==> src/hdl/ace_pkg.sv <==
`timescale 1ns / 1ps
`default_nettype none

package ace_pkg;

  localparam int SampleWidth = 16;
  localparam int ScaledWidth = 24;
  localparam int DepthWidth  = 5;
  localparam int AlphaWidth  = 8;

  localparam logic [2:0] MODE_PLANAR8  = 3'd0;
  localparam logic [2:0] MODE_PLANAR10 = 3'd1;
  localparam logic [2:0] MODE_PLANAR16 = 3'd2;
  localparam logic [2:0] MODE_RGBA8    = 3'd3;
  localparam logic [2:0] MODE_RGBA64   = 3'd4;
  localparam logic [2:0] MODE_GENERIC  = 3'd5;
  localparam logic [2:0] MODE_NONE     = 3'd6;

  localparam logic [1:0] CFG_FORMAT_MODE   = 2'd0;
  localparam logic [1:0] CFG_ALPHA_DEPTH   = 2'd1;
  localparam logic [1:0] CFG_ALPHA_PRESENT = 2'd2;

  localparam logic [AlphaWidth-1:0] ALPHA_OPAQUE = 8'd255;

  typedef struct packed {
    logic [ScaledWidth-1:0] scaled;
    logic [SampleWidth-1:0] mask;
    logic [DepthWidth-1:0]  depth;
  } ace_div_in_t;

endpackage

`default_nettype wire

==> src/hdl/ace_div_mersenne.sv <==
`timescale 1ns / 1ps
`default_nettype none

// Divides by 2^depth - 1 for depths of 9 to 16. The quotient is below 256, so
// folding the high part onto the low part needs at most one correction.
module ace_div_mersenne (
  input  var ace_pkg::ace_div_in_t   div_in,
  output logic [ace_pkg::AlphaWidth-1:0] quotient
);

  logic [ace_pkg::ScaledWidth-1:0] shifted;
  logic [ace_pkg::AlphaWidth-1:0]  q_low;
  logic [ace_pkg::SampleWidth-1:0] r_low;
  logic [ace_pkg::SampleWidth:0]   fold_sum;
  logic                            carry;

  assign shifted  = div_in.scaled >> div_in.depth;
  assign q_low    = shifted[ace_pkg::AlphaWidth-1:0];
  assign r_low    = div_in.scaled[ace_pkg::SampleWidth-1:0] & div_in.mask;
  assign fold_sum = {9'd0, q_low} + {1'b0, r_low};
  assign carry    = (fold_sum >= {1'b0, div_in.mask});
  assign quotient = q_low + {7'd0, carry};

endmodule

`default_nettype wire

==> src/hdl/alpha_channel_extractor_top.sv <==
`timescale 1ns / 1ps
`default_nettype none

// Channel   Handshake          Payload
// input     in_valid/in_stall   pixel_word[63:0]
// output    out_valid/out_stall alpha_out[7:0]
// config    cfg_valid/cfg_ready cfg_index[1:0], cfg_data[4:0]
//
// Every transaction passes from input to output through one registered stage per step:
// decode, scale by 255 with rounding bias, divide by the sample maximum or pass a direct byte.
// A new pixel can enter on every clock that in_stall is low.
// The whole pipeline holds while the output is valid and stalled.
// Reset empties the pipeline and loads mode 0, depth 8, alpha present.
// The configuration port is always ready.
module alpha_channel_extractor_top (
  input  logic        clk,
  input  logic        rst,
  input  logic        in_valid,
  output logic        in_stall,
  input  logic [63:0] pixel_word,
  output logic        out_valid,
  input  logic        out_stall,
  output logic [7:0]  alpha_out,
  input  logic        cfg_valid,
  output logic        cfg_ready,
  input  logic [1:0]  cfg_index,
  input  logic [4:0]  cfg_data
);

  logic [2:0] format_mode;
  logic [4:0] alpha_depth;
  logic       alpha_present;

  logic        advance;
  logic [15:0] sample;
  logic [4:0]  depth_clamped;
  logic [15:0] generic_mask;

  logic        s1_direct_next;
  logic [7:0]  s1_byte_next;
  logic [15:0] s1_mask_next;
  logic [4:0]  s1_depth_next;
  logic        s1_round_next;

  logic        s1_valid;
  logic        s1_direct;
  logic [7:0]  s1_byte;
  logic [15:0] s1_sample;
  logic [15:0] s1_mask;
  logic [4:0]  s1_depth;
  logic        s1_round;

  logic [23:0] s2_scaled_next;
  logic        s2_valid;
  logic        s2_direct;
  logic [7:0]  s2_byte;
  ace_pkg::ace_div_in_t s2_div;

  logic [7:0] quotient;

  assign cfg_ready = 1'b1;
  assign advance   = !(out_valid && out_stall);
  assign in_stall  = !advance;

  always_ff @(posedge clk) begin
    if (rst) begin
      format_mode   <= ace_pkg::MODE_PLANAR8;
      alpha_depth   <= 5'd8;
      alpha_present <= 1'b1;
    end else if (cfg_valid && cfg_ready) begin
      case (cfg_index)
        ace_pkg::CFG_FORMAT_MODE:   format_mode   <= cfg_data[2:0];
        ace_pkg::CFG_ALPHA_DEPTH:   alpha_depth   <= cfg_data;
        ace_pkg::CFG_ALPHA_PRESENT: alpha_present <= cfg_data[0];
        default: ;
      endcase
    end
  end

  assign sample = pixel_word[15:0];

  always_comb begin
    if (alpha_depth == 5'd0) begin
      depth_clamped = 5'd1;
    end else if (alpha_depth > 5'd16) begin
      depth_clamped = 5'd16;
    end else begin
      depth_clamped = alpha_depth;
    end
  end

  assign generic_mask = 16'hFFFF >> (5'd16 - depth_clamped);

  always_comb begin
    s1_direct_next = 1'b1;
    s1_byte_next   = ace_pkg::ALPHA_OPAQUE;
    s1_mask_next   = 16'h03FF;
    s1_depth_next  = 5'd10;
    s1_round_next  = 1'b1;
    if (alpha_present) begin
      case (format_mode)
        ace_pkg::MODE_PLANAR8: begin
          if (sample <= 16'd255) begin
            s1_byte_next = sample[7:0];
          end
        end
        ace_pkg::MODE_PLANAR10: begin
          if (sample <= 16'd1023) begin
            s1_direct_next = 1'b0;
          end
        end
        ace_pkg::MODE_PLANAR16: s1_byte_next = sample[15:8];
        ace_pkg::MODE_RGBA8:    s1_byte_next = pixel_word[31:24];
        ace_pkg::MODE_RGBA64:   s1_byte_next = pixel_word[63:56];
        ace_pkg::MODE_GENERIC: begin
          s1_mask_next  = generic_mask;
          s1_depth_next = depth_clamped;
          s1_round_next = 1'b0;
          if (sample <= generic_mask) begin
            if (depth_clamped <= 5'd8) begin
              s1_byte_next = sample[7:0];
            end else begin
              s1_direct_next = 1'b0;
            end
          end
        end
        default: s1_byte_next = ace_pkg::ALPHA_OPAQUE;
      endcase
    end
  end

  always_ff @(posedge clk) begin
    if (rst) begin
      s1_valid  <= 1'b0;
      s2_valid  <= 1'b0;
      out_valid <= 1'b0;
    end else if (advance) begin
      s1_valid  <= in_valid;
      s2_valid  <= s1_valid;
      out_valid <= s2_valid;
    end
  end

  always_ff @(posedge clk) begin
    if (advance) begin
      s1_direct <= s1_direct_next;
      s1_byte   <= s1_byte_next;
      s1_sample <= sample;
      s1_mask   <= s1_mask_next;
      s1_depth  <= s1_depth_next;
      s1_round  <= s1_round_next;
    end
  end

  assign s2_scaled_next = ({8'd0, s1_sample} << 8) - {8'd0, s1_sample}
                        + {9'd0, s1_mask[15:1]} + {23'd0, s1_round};

  always_ff @(posedge clk) begin
    if (advance) begin
      s2_direct     <= s1_direct;
      s2_byte       <= s1_byte;
      s2_div.scaled <= s2_scaled_next;
      s2_div.mask   <= s1_mask;
      s2_div.depth  <= s1_depth;
    end
  end

  ace_div_mersenne u_div (
    .div_in   (s2_div),
    .quotient (quotient)
  );

  always_ff @(posedge clk) begin
    if (advance) begin
      alpha_out <= s2_direct ? s2_byte : quotient;
    end
  end

endmodule

`default_nettype wire

==> config.mk <==
export PLATFORM = sky130hd
export DESIGN_NAME = alpha_channel_extractor_top
export DESIGN_NICKNAME = d
export VERILOG_FILES = /design/src/hdl/ace_pkg.sv /design/src/hdl/ace_div_mersenne.sv /design/src/hdl/alpha_channel_extractor_top.sv
export SDC_FILE = /design/constraint.sdc
export NUM_CORES = 1
export LEC_CHECK = 0
export ABC_AREA = 1
export ABC_CLOCK_PERIOD_IN_PS = 4900
export BUFFER_PORTS_ARGS = -buffer_cell sky130_fd_sc_hd__buf_2
export CORE_MARGIN = 4
export CORE_UTILIZATION = 45
export CTS_BUF_LIST = sky130_fd_sc_hd__clkbuf_16
export DETAILED_ROUTE_END_ITERATION = 16
export GPL_TIMING_DRIVEN = 1
export PLACE_DENSITY = 0.66
export SLEW_MARGIN = 15
export SYNTH_ARGS = -nofsm -noshare
export SYNTH_HDL_FRONTEND = slang
export SYNTH_SLANG_ARGS = --single-unit
==> constraint.sdc <==
create_clock -name clk -period 4.9 [get_ports clk]
set_clock_uncertainty 0.2 [all_clocks]
set_input_delay 0.49 -clock clk [delete_from_list [all_inputs] [get_ports clk]]
set_output_delay 0.49 -clock clk [all_outputs]
set_load 0.005 [all_outputs]
==> impl_metrics.ini <==
[timing]
worstMarginPinSlew_ps = 937
finalCritPeriodShare = 1.08
final_max_slew_viol_count = 0
rsz0062_at_grt = yes
slew_headroom = 0.373
post-route-min-period_ps = 5310
hold_violations = 0
setup_viol = 8
max_freq_mhz = 188
fin_setup_tns_ps = -2360
hold_slack_ps = 57.2
fin_ws_ps = -415

[cells_and_area]
num_antenna_cells = 0
fin_area_um2 = 10800
final_common_cell = nand2_1
final_util = 0.575
area_delta_synth_final_pct = 25.8
final_cell_mix = nand2_1 (232), inv_1 (147), edfxtp_1 (109), nand3_1 (98), buf_4 (77)
fill_cells = 1617
multiInputGateArea_um2 = 4740
fin_cells = 1433
finalNetCount = 1349
drive_gt1_frac = 0.215
seq_area_um2 = 3510

[yosys]
async_flop_share = 0
synthFlopType = edfxtp_1
synth_edf_count = 109
yosysSeqAreaShare = 0.411
synth_area_um2 = 8550
synth_cell_types = 45
ys_warn_count = 0
syn-num-nets = 1206
avgSynthCellArea_um2 = 8.20
netlist_instances = 1043
ys_ff_latch = 121

[global_route]
grt.total_usage = 0.204
antenna_found_initial = 1
grt_overflow = 0
grt_max_degree = 73
grt_pass1_vias = 7035
grt_pass1_wl_mm = 34.7

[clock_network]
h-tree-depth = 4
root_buffer = clkbuf_16
clk_pin_slew_worst_paths_ps = 60
cts.sinks = 121
clkLatencyLatePin_ps = 420
cts_tree = yes
numCtsBuffers = 17
ctsLongestPathBuffers = 2

[route]
met1_length_mm = 9.97
drc = 0
wl_per_cell_um = 15.4
dr.pass1.iters = 5
met2WireLength_mm = 10.6
drtIter0Drc = 454
topRoutingLayerUsed = met5
ant_nets = 0
routed_wl_mm = 22.0
vias = 7457
via_per_inst = 5.20
wl_met3_um = 763

[pwr]
powerDensity_nw_per_um2 = 406
leakagePower_nw = 4.96
sequentialPowerShare = 0.306
comb_power_share = 0.406
switchingPower_mw = 1.55
pwr-share-clk = 0.287
p_int_mw = 2.82
ir_drop_v = 0.000213
switching_share = 0.355

[setup_path]
crit_slowest_cell = edfxtp_1
end_kind = flop
critical_path.top_delay_family = simple AND/OR/NAND/NOR gates
cp_slowest_stage_delay_ps = 480
cpMostUsedCell = nand2_1
critPathMaxFanout = 8
worstPathArrival_ps = 5290
required_ps = 4870
worst_setup_path_start_kind = flop
crit_type = flop to flop
critPathBufInv = 8

[die]
die_h_um = 146
dieArea_um2 = 21300
pin_count = 87
die_w_um = 146
initial_core_util = 0.457
rows = 50
core_area_um2 = 18700

[place]
io_buffers = 53
gp_congestion = 0.914
dp_hpwl_mm = 17.1
place_inst = 1380
placed_cell_area_um2 = 9530

[outcome]
outcome = complete, but fails checks
violations = setup timing

[job]
drv_cap = 0

[min_path]
hold_class = input pin to flop
==> power by group through the flow <==
| stage | clock network [mW] | logic (mW) | registers, mW |
|---|---|---|---|
| finish | 1.26 | 1.78 | 1.34 |
| CTS | 1.28 | 1.68 | 1.34 |
| floorplan | 0 | 0.980 | 1.34 |
| detailed placement | 0 | 1.52 | 1.36 |
| global placement | 0 | 1.49 | 1.35 |
| global route | 1.32 | 1.99 | 1.35 |
==> kinds of logic after synthesis <==
family	Yosys count	share of synthesized area
and+or+nand+nor	470	0.233
other	1	0.000438
buffers and inverters	178	0.0825
DFF	121	0.411
xor gates and xnor gates	36	0.0369
AOI/OAI and AO/OA	150	0.102
adders and majority gates	87	0.135
==> flip-flops by register name (all words and copies together), names as in the netlist <==
signal / count
alpha_depth: 5
alpha_out: 8
alpha_present: 1
format_mode: 3
out_valid: 1
s1_byte: 8
s1_depth: 5
s1_direct: 1
s1_mask: 16
s1_round: 1
s1_sample: 16
s1_valid: 1
s2_byte: 8
s2_direct: 1
s2_div: 45
s2_valid: 1
==> worst paths after layout <==
kind | start | to | slack (ps) | cells past startpoint
min | rst | out_valid | 60 | 2
max | s2_div[0] | alpha_out[6] | -410 | 39
max reg2reg | s2_div[0] | alpha_out[6] | -410 | 39
min reg2reg | s1_byte[1] | s2_byte[1] | 220 | 0
==> cells in the mapped netlist, types with 6 or more instances <==
cell / number / area share
buf_4: 6 / 0.0053
nor3_1: 13 / 0.0076
nand3_1: 120 / 0.070
ha_1: 78 / 0.11
o31ai_1: 7 / 0.0061
buf_2: 6 / 0.0035
dfxtp_1: 12 / 0.028
edfxtp_1: 109 / 0.38
xnor2_1: 14 / 0.014
fa_1: 9 / 0.021
nor2_1: 69 / 0.030
inv_1: 155 / 0.068
o21ai_0: 38 / 0.022
a211oi_1: 9 / 0.0079
xor2_1: 22 / 0.023
a21oi_1: 66 / 0.039
nand2_1: 248 / 0.11
==> through the flow <==
| stage | total power [mW] | setup WS [ps] |
|---|---|---|
| floorplan | 2.32 | 8.13 |
| global placement | 2.84 | -407 |
| detailed placement | 2.88 | -636 |
| CTS | 4.29 | -146 |
| global route | 4.66 | -578 |
| finish | 4.37 | -415 |
==> cell type report <==
cell class	count	share of cell area
multi-input combinational	744	0.440
clock buffer	17	0.0395
tap	234	0.0272
clock inverter	15	0.0163
timing repair buffer	140	0.0931
inverter	162	0.0570
sequential	121	0.327
==> what timing repair did <==
action | CTS | global route
setup endpoints to repair | 8 | 8
cloned | 1 | 0
resized for setup | 63 | 42
hold buffers | 0 | 0
pin swaps | 13 | 15
buffers inserted | 17 | 3
==> routing by layer <==
metal  vias to the layer above  global-route usage
met3                        42              0.0327
li1                       3812                   -
met2                       147               0.338
met4                         2              0.0855
met1                      3454               0.267
met5                         -                   0
(Power assumes the default switching activity.)
